===== config.mk =====
export PLATFORM = sky130hd
export DESIGN_NAME = dhfk_ctrl
export DESIGN_NICKNAME = d
export VERILOG_FILES = /design/src/rtl/core/dh_forward_kinematics_unit_defines.svh /design/src/rtl/core/dhfk_pkg.sv /design/src/rtl/core/dhfk_ctrl.sv
export SDC_FILE = /design/constraint.sdc
export NUM_CORES = 1
export LEC_CHECK = 0
export BUFFER_PORTS_ARGS = -buffer_cell sky130_fd_sc_hd__buf_2
export CORE_UTILIZATION = 53
export CTS_BUF_LIST = sky130_fd_sc_hd__clkbuf_16
export DETAILED_ROUTE_END_ITERATION = 8
export PLACE_DENSITY = 0.78
export SKIP_LAST_GASP = 1
export SYNTH_ARGS = -nofsm -noshare
export SYNTH_HDL_FRONTEND = slang
export SYNTH_SLANG_ARGS = --single-unit

===== constraint.sdc =====
create_clock -name clock -period 1.9 [get_ports clock]
set_input_delay 0.095 -clock clock [delete_from_list [all_inputs] [get_ports clock]]
set_output_delay 0.095 -clock clock [all_outputs]
set_load 0.02 [all_outputs]

===== src/rtl/core/dh_forward_kinematics_unit_defines.svh =====
// Assertion macros for the DH forward kinematics unit.
// Used by the top level only; no other dependencies.
`ifndef DH_FORWARD_KINEMATICS_UNIT_DEFINES_SVH
`define DH_FORWARD_KINEMATICS_UNIT_DEFINES_SVH

// Same-cycle implication, disabled during reset.
`define DHFK_ASSERT_IMPLIES(label, clk, rst, lhs, rhs) \
   label: assert property (@(posedge clk) disable iff (rst) (lhs) |-> (rhs)) \
      else $error("dhfk assertion failed");

// Next-cycle implication, disabled during reset.
`define DHFK_ASSERT_NEXT(label, clk, rst, lhs, rhs) \
   label: assert property (@(posedge clk) disable iff (rst) (lhs) |=> (rhs)) \
      else $error("dhfk assertion failed");

`endif


===== src/rtl/core/dhfk_pkg.sv =====
// Shared types, constants and the arctangent table of the DH kinematics unit.
// No dependencies.
`timescale 1ns / 1ps
package dhfk_pkg;
   localparam int Z_W          = 36;
   localparam int XY_W         = 34;
   localparam int R_W          = 32;
   localparam int P_W          = 68;
   localparam int ACC_W        = 70;
   localparam int ROT_OUT_W    = 18;
   localparam int MAX_LINKS    = 6;
   localparam int STEP_W       = 5;
   localparam int CORDIC_STEPS = 20;
   localparam int ROT_MUL_STEPS   = 12;
   localparam int ROT_LAST_STEP   = 13;
   localparam int TRANS_MUL_STEPS = 3;
   localparam int TRANS_LAST_STEP = 3;

   localparam logic signed [Z_W-1:0]  PI_Q30      = 36'sd3373259426;
   localparam logic signed [Z_W-1:0]  HALF_PI_Q30 = 36'sd1686629713;
   localparam logic signed [Z_W-1:0]  TWO_PI_Q30  = 36'sd6746518852;
   localparam logic signed [XY_W-1:0] CORDIC_GAIN = 34'sd652032874;
   localparam logic signed [R_W-1:0]  ONE_Q30     = 32'sd1073741824;

   typedef logic [3:0] op_type;
   localparam op_type OP_IDLE    = 4'd0;
   localparam op_type OP_ACCEPT  = 4'd1;
   localparam op_type OP_CINIT   = 4'd2;
   localparam op_type OP_CFOLD   = 4'd3;
   localparam op_type OP_CSTEP   = 4'd4;
   localparam op_type OP_CEND    = 4'd5;
   localparam op_type OP_ROT     = 4'd6;
   localparam op_type OP_TRANS   = 4'd7;
   localparam op_type OP_CAPTURE = 4'd8;

   typedef logic [1:0] src_type;
   localparam src_type SRC_THETA = 2'd0;
   localparam src_type SRC_ANGLE = 2'd1;
   localparam src_type SRC_TWIST = 2'd2;

   typedef struct packed {
      op_type              op;
      logic [STEP_W-1:0]   step;
      src_type             src;
      logic [2:0]          link;
   } cmd_type;

   function automatic logic signed [Z_W-1:0] atan_q30(input logic [STEP_W-1:0] i);
      case (i)
         5'd0:    atan_q30 = 36'sd843314856;
         5'd1:    atan_q30 = 36'sd497837829;
         5'd2:    atan_q30 = 36'sd263043836;
         5'd3:    atan_q30 = 36'sd133525158;
         5'd4:    atan_q30 = 36'sd67021686;
         5'd5:    atan_q30 = 36'sd33543515;
         5'd6:    atan_q30 = 36'sd16775850;
         5'd7:    atan_q30 = 36'sd8388437;
         5'd8:    atan_q30 = 36'sd4194282;
         5'd9:    atan_q30 = 36'sd2097149;
         5'd10:   atan_q30 = 36'sd1048575;
         5'd11:   atan_q30 = 36'sd524287;
         5'd12:   atan_q30 = 36'sd262143;
         5'd13:   atan_q30 = 36'sd131071;
         5'd14:   atan_q30 = 36'sd65535;
         5'd15:   atan_q30 = 36'sd32767;
         5'd16:   atan_q30 = 36'sd16383;
         5'd17:   atan_q30 = 36'sd8191;
         5'd18:   atan_q30 = 36'sd4095;
         5'd19:   atan_q30 = 36'sd2047;
         default: atan_q30 = '0;
      endcase
   endfunction
endpackage


===== src/rtl/core/dhfk_ctrl.sv =====
// Sequencer of the DH kinematics unit: walks links, CORDIC passes, rotations
// and translations, and owns the response valid flag. Depends on dhfk_pkg.
`timescale 1ns / 1ps
module dhfk_ctrl #(
   parameter int NUM_JOINTS = 6
) (
   input  logic              clock,
   input  logic              reset,
   input  logic              in_valid,
   input  logic              in_action,
   input  logic [2:0]        in_count,
   input  logic              out_ready,
   output logic              in_ready,
   output logic              out_valid,
   output dhfk_pkg::cmd_type cmd
);
   import dhfk_pkg::*;

   localparam logic [2:0] S_IDLE  = 3'd0;
   localparam logic [2:0] S_CINIT = 3'd1;
   localparam logic [2:0] S_CFOLD = 3'd2;
   localparam logic [2:0] S_CSTEP = 3'd3;
   localparam logic [2:0] S_CEND  = 3'd4;
   localparam logic [2:0] S_ROT   = 3'd5;
   localparam logic [2:0] S_TRANS = 3'd6;
   localparam logic [2:0] S_DONE  = 3'd7;

   localparam logic [2:0] LIMIT = 3'(NUM_JOINTS < MAX_LINKS ? NUM_JOINTS : MAX_LINKS);

   logic [2:0]        state_ff, state_in;
   logic [STEP_W-1:0] step_ff, step_in;
   src_type           src_ff, src_in;
   logic [2:0]        link_ff, link_in;
   logic [2:0]        count_ff, count_in;
   logic              out_valid_ff, out_valid_in;
   logic              accept, capture;
   logic [2:0]        sat_count;

   assign accept    = in_valid && (state_ff == S_IDLE);
   assign capture   = (state_ff == S_DONE) && (!out_valid_ff || out_ready);
   assign sat_count = (in_count > LIMIT) ? LIMIT : in_count;
   assign in_ready  = (state_ff == S_IDLE);
   assign out_valid = out_valid_ff;

   always_comb begin
      state_in     = state_ff;
      step_in      = step_ff;
      src_in       = src_ff;
      link_in      = link_ff;
      count_in     = count_ff;
      out_valid_in = out_valid_ff;
      if (out_valid_ff && out_ready) begin
         out_valid_in = 1'b0;
      end
      case (state_ff)
         S_IDLE: begin
            if (accept && in_action) begin
               count_in = sat_count;
               link_in  = '0;
               src_in   = SRC_THETA;
               step_in  = '0;
               state_in = (sat_count == 3'd0) ? S_DONE : S_CINIT;
            end
         end
         S_CINIT: state_in = S_CFOLD;
         S_CFOLD: begin
            step_in  = '0;
            state_in = S_CSTEP;
         end
         S_CSTEP: begin
            if (step_ff == STEP_W'(CORDIC_STEPS - 1)) begin
               step_in  = '0;
               state_in = S_CEND;
            end else begin
               step_in = step_ff + 1'b1;
            end
         end
         S_CEND: begin
            step_in  = '0;
            state_in = S_ROT;
         end
         S_ROT: begin
            if (step_ff == STEP_W'(ROT_LAST_STEP)) begin
               step_in = '0;
               if (src_ff == SRC_TWIST) begin
                  if ((link_ff + 3'd1) == count_ff) begin
                     state_in = S_DONE;
                  end else begin
                     link_in  = link_ff + 3'd1;
                     src_in   = SRC_THETA;
                     state_in = S_CINIT;
                  end
               end else begin
                  state_in = S_TRANS;
               end
            end else begin
               step_in = step_ff + 1'b1;
            end
         end
         S_TRANS: begin
            if (step_ff == STEP_W'(TRANS_LAST_STEP)) begin
               step_in  = '0;
               src_in   = src_ff + 2'd1;
               state_in = S_CINIT;
            end else begin
               step_in = step_ff + 1'b1;
            end
         end
         S_DONE: begin
            if (capture) begin
               out_valid_in = 1'b1;
               state_in     = S_IDLE;
            end
         end
         default: state_in = S_IDLE;
      endcase
   end

   always_comb begin
      cmd.step = step_ff;
      cmd.src  = src_ff;
      cmd.link = link_ff;
      case (state_ff)
         S_IDLE:  cmd.op = accept ? OP_ACCEPT : OP_IDLE;
         S_CINIT: cmd.op = OP_CINIT;
         S_CFOLD: cmd.op = OP_CFOLD;
         S_CSTEP: cmd.op = OP_CSTEP;
         S_CEND:  cmd.op = OP_CEND;
         S_ROT:   cmd.op = OP_ROT;
         S_TRANS: cmd.op = OP_TRANS;
         S_DONE:  cmd.op = capture ? OP_CAPTURE : OP_IDLE;
         default: cmd.op = OP_IDLE;
      endcase
   end

   always_ff @(posedge clock) begin
      if (reset) begin
         state_ff     <= S_IDLE;
         step_ff      <= '0;
         src_ff       <= SRC_THETA;
         link_ff      <= '0;
         count_ff     <= '0;
         out_valid_ff <= 1'b0;
      end else begin
         state_ff     <= state_in;
         step_ff      <= step_in;
         src_ff       <= src_in;
         link_ff      <= link_in;
         count_ff     <= count_in;
         out_valid_ff <= out_valid_in;
      end
   end
endmodule


## Word-level counts from Yosys, hierarchy flattened

Index checks and enable logic that the tools add are counted.

- Register bits after elaboration: 17
- Output and inout bits: 16
- Logic and storage cells: 78
- Input bits: 8

- Magnitude comparators: 1
- Mux-type cells: 32
- Add/sub/neg operators: 3
- Equality and inequality tests: 19
- Reduce and logical (&&, ||, !) cells: 17

Operators with widths:

| cell | number |
|---|---|
| 3-bit 2-to-1 mux | 13 |
| 4-bit one-hot mux with 8 select lines | 1 |
| 5-bit one-hot mux with 5 select lines | 1 |
| 3-bit one-hot mux with 8 select lines | 1 |
| 5-bit 2-to-1 mux | 4 |
| 3-bit equality test, second input constant | 4 |
| 2-bit inequality test, second input constant | 6 |
| 2-bit 2-to-1 mux | 5 |
| 5-bit AND reduction | 2 |
| 3-bit by 2-bit equality test with 1-bit output, second input constant | 2 |
| 3-bit logical NOT | 2 |
| 2-bit one-hot mux with 3 select lines | 1 |
| 3-bit one-hot mux with 2 select lines | 1 |
| 6-bit AND reduction | 1 |
| 5-bit by 1-bit adder with 5-bit output, second input constant | 1 |
| 5-bit by 2-bit equality test with 1-bit output, second input constant | 1 |
| 5-bit by 4-bit equality test with 1-bit output, second input constant | 1 |
| 5-bit equality test, second input constant | 1 |
| 5-bit nonzero test | 1 |
| 1-bit logical AND | 4 |
| 1-bit 2-to-1 mux | 4 |
| 4-bit 2-to-1 mux | 1 |
| 2-bit AND reduction | 2 |
| 3-bit by 1-bit adder with 3-bit output, second input constant | 1 |
| 11 further kinds | 11 |

## Logic depth before layout (Yosys ltp)

- Depth in word-level cells: 6
- Depth in mapped cells: 6
- Mapped depth without buffers: 6

## Worst setup path after synthesis

Ideal clock, no wire load.

- Path type: register to register
- Start point: register link_ff[0]
- End point: register state_ff[1]
- Path slack: -0.020 ns
- Clock period less this slack: 1.920 ns
- Required time: 1.826 ns
- Data arrival time: 1.845 ns
- Stages on the path, launching flop included: 6
- Path buffers: 0
- Library setup time: 0.074 ns
- Path through: dfxtp_1 ha_1 xor3_1 or3_4 a311o_1 a31oi_1

- Word-level cells in the longest chain between the ends: 6

RTL lines:

| what | RTL line | RTL |
|---|---|---|
| start, declared | dhfk_ctrl.sv:33 | `logic [2:0] link_ff, link_in;` |
| start signal, assigned | dhfk_ctrl.sv:148 | `link_ff <= link_in;` |
| 3-bit by 1-bit adder with 3-bit output | dhfk_ctrl.sv:86 | `if ((link_ff + 3'd1) == count_ff) begin` |
| 3-bit equality test | dhfk_ctrl.sv:86 |  |
| 3-bit 2-to-1 mux | dhfk_ctrl.sv:86 |  |
| 3-bit 2-to-1 mux | dhfk_ctrl.sv:85 | `if (src_ff == SRC_TWIST) begin` |
| 3-bit 2-to-1 mux | dhfk_ctrl.sv:83 | `if (step_ff == STEP_W'(ROT_LAST_STEP)) begin` |
| 3-bit one-hot mux with 8 select lines | dhfk_ctrl.sv:55 | `case (state_ff)` |
| end signal, assigned | dhfk_ctrl.sv:145 | `state_ff <= state_in;` |
| end, declared | dhfk_ctrl.sv:30 | `logic [2:0] state_ff, state_in;` |

Every way passes these cells. The select of a mux whose other input is x is not followed.
A chain may end at the register's enable or synchronous reset.

## Final worst setup path

- Start point: register link_ff[1]
- End point: register state_ff[1]

Same word-level chain as after synthesis.

==> out/results.ini <==
[sta]
worst_slew_pin_slew_ns=0.5277
hold_viol_final=0
post-route-period-util=0.9802
fin_ws_ns=0.03757
skew_ns=0.002691
fmax_mhz=536.9
rsz0062_at_grt=true
report.final.slew_viol_count=0
timing.hold.ws_ns=0.1173
fin_crit_ns=1.862
setup_viol=0
relSlewSlack=0.6482

[power_and_ir_drop]
vdd_drop_max_v=0.0007137
p_sw_uw=677.1
comb_power_share=0.444
leakage_uw=0.0006055
finalPower_uw=1688
power_frac_clock=0.248
p_per_area_nw_per_um2=1210
p_sw_frac=0.4011
seqPwrFrac=0.307
intPower_uw=1011

[synth]
synthCells=136
synthTopCellsByCount=dfxtp_1, nor2_1, a21oi_1
yosys.cell_count.top_type=dfxtp_1
synth-seq-cells=17
ys_seq_area_frac=0.3084
synth_area_um2=1104
synth_top_cell_area_share=0.3084
syn_nets=148
synthTopCellsByArea=dfxtp_1, a21oi_1, ha_1
ys.flop_type=dfxtp_1
synth_cell_types=45
synthArstFlopShare=0
synth-edff-count=0
yosysTopAreaCell=dfxtp_1
synth_warnings=0
syn_area_per_cell_um2=8.114

[worst_setup_path]
crit_path_cell_trace=ha_2 > xor3_1 > or3_4 > a311o_1 > a31oi_1
critPathCaptureType=flop
crit_type=flop to flop
worstPathArrival_ns=2.04
worst_setup_path_start_kind=flop
path_max_fanout=4
worstPathRequired_ns=2.08
critPathSlowestCell=or3_4
slowest_delay_ns=0.43
rrSetupSlack_ns=0.04

[route]
routed_wl_um=2734
first_iter_violations=18
drtAntennaViolNets=0
drc_errors=0
first_pass_iters=4
via_per_inst=6.005
wire_per_inst_um=14.31
num_vias=1147

[floorplan]
fp.dieH_um=47.63
rows=16
core_um2=1962
die_area_um2=2269
io_pins=24
initial_core_util=0.5625
die_x_um=47.63

[cts]
clk_latency_ns=0.25
cts_buffers=3
cts_root_buffer=clkbuf_16
clkTransAtPathRegs_ns=0.05
cts.sink_count=17
cts_tree=yes
cts_buffer_depth=2
postCtsSetupBuffers=0
cts_max_level=1

[global_routing]
overflow=0
grt_pass1_vias=938
grt_start_max_net_pins=19
grt_pass1_wl_um=4036
grt_usage=0.2535
antenna_found_initial=0

[layout]
fillers=168
area.growth.synth_to_final_pct=26.42
drive_above_1_share=0.2622
post-route-util=0.7111
final-seq-area_um2=342.8
final_area_um2=1395
nets=177
multi_input_comb_area_um2=734.5
diodes=0

[place]
portBuffers=23
dp_hpwl_um=1995
dp_slack_ns=-0.06163
gp_congestion=0.8314
placed_cell_area_um2=1289

[status]
status=finished, final reports clean

[run]
cap_violations=0

[hold_path]
hp-class=input pin to flop

==> state kept, by name (all words and copies together), names as in the netlist <==
name	count
count_ff	3
link_ff	3
out_valid	1
src_ff	2
state_ff	3
step_ff	5
==> cell families after synthesis <==
logic type	synth area share
buffers and inverters	0.04988
XOR/XNOR	0.06123
multiplexers	0.02721
adder cells (fa/ha/maj)	0.04535
flip-flops	0.3084
AO/OA/AOI/OAI	0.2268
AND/OR/NAND/NOR	0.2812
==> power by group through the flow <==
stage	sequential [uW]	clock (uW)	combinational, uW
2_1_floorplan	453	0	543
3_3_place_gp	518	0	703
3_5_place_dp	522	0	724
4_1_cts	513	424	728
5_1_grt	531	441	827
6_report	519	419	750
==> repair_timing <==
action / CTS / global route
hold buffers: 0 / 0
resized for setup: 1 / 5
endpoints found under the setup margin: 1 / 2
==> per-layer routing <==
metal | track usage | vias up | share of wire
met5 | 0 | - | 0
met4 | 0.1000 | 0 | 0.016
met3 | 0.03396 | 5 | 0.026
met2 | 0.4247 | 21 | 0.49
met1 | 0.3303 | 553 | 0.47
li1 | - | 568 | -
==> final cells by class <==
type	instances	area share
Clock inverter	1	0.002691
Tap cell	27	0.02422
Multi-Input combinational cell	105	0.5265
Sequential cell	17	0.2457
Inverter	6	0.01614
Timing Repair Buffer	32	0.1309
Clock buffer	3	0.05381
==> metrics by stage <==
| stage | cells | setup TNS [ns] |
|---|---|---|
| 2_1_floorplan | 136 | 0 |
| 5_1_grt | 191 | -0.001231 |
| 3_3_place_gp | 187 | 0 |
| 3_5_place_dp | 187 | -0.06163 |
| 6_report | 191 | 0 |
| 4_1_cts | 191 | 0 |
==> final timing paths <==
check,depth (start not counted),end,from
worst max-delay path,5,state_ff[1],link_ff[1]
worst min-delay path,3,count_ff[2],in_count[2]
worst max register to register,5,state_ff[1],link_ff[1]
worst min register to register,2,link_ff[1],link_ff[1]
==> cells in the final DEF (no fill, tap or decap), types with 3 or more instances in the layout <==
cell,n
a21oi_1,10
and3_1,3
buf_2,23
buf_4,9
clkbuf_16,3
dfxtp_1,15
inv_1,6
mux2i_1,3
nand2_1,8
nand3_1,6
nand4_1,3
nor2_1,11
nor2b_1,4
nor3_1,6
o21ai_0,3
o21bai_1,3
o22ai_1,4
o31ai_1,3
xor2_1,3
==> worst max-delay path, delay by kind of cell (launching register included) <==
| kind | cells | cell delay, ns |
|---|---|---|
| and+or+nand+nor | 1 | 0.43 |
| AOI/OAI and AO/OA | 2 | 0.51 |
| DFF | 1 | 0.36 |
| xor gates and xnor gates | 1 | 0.27 |
| adders and majority gates | 1 | 0.22 |
(Power assumes the default switching activity.)
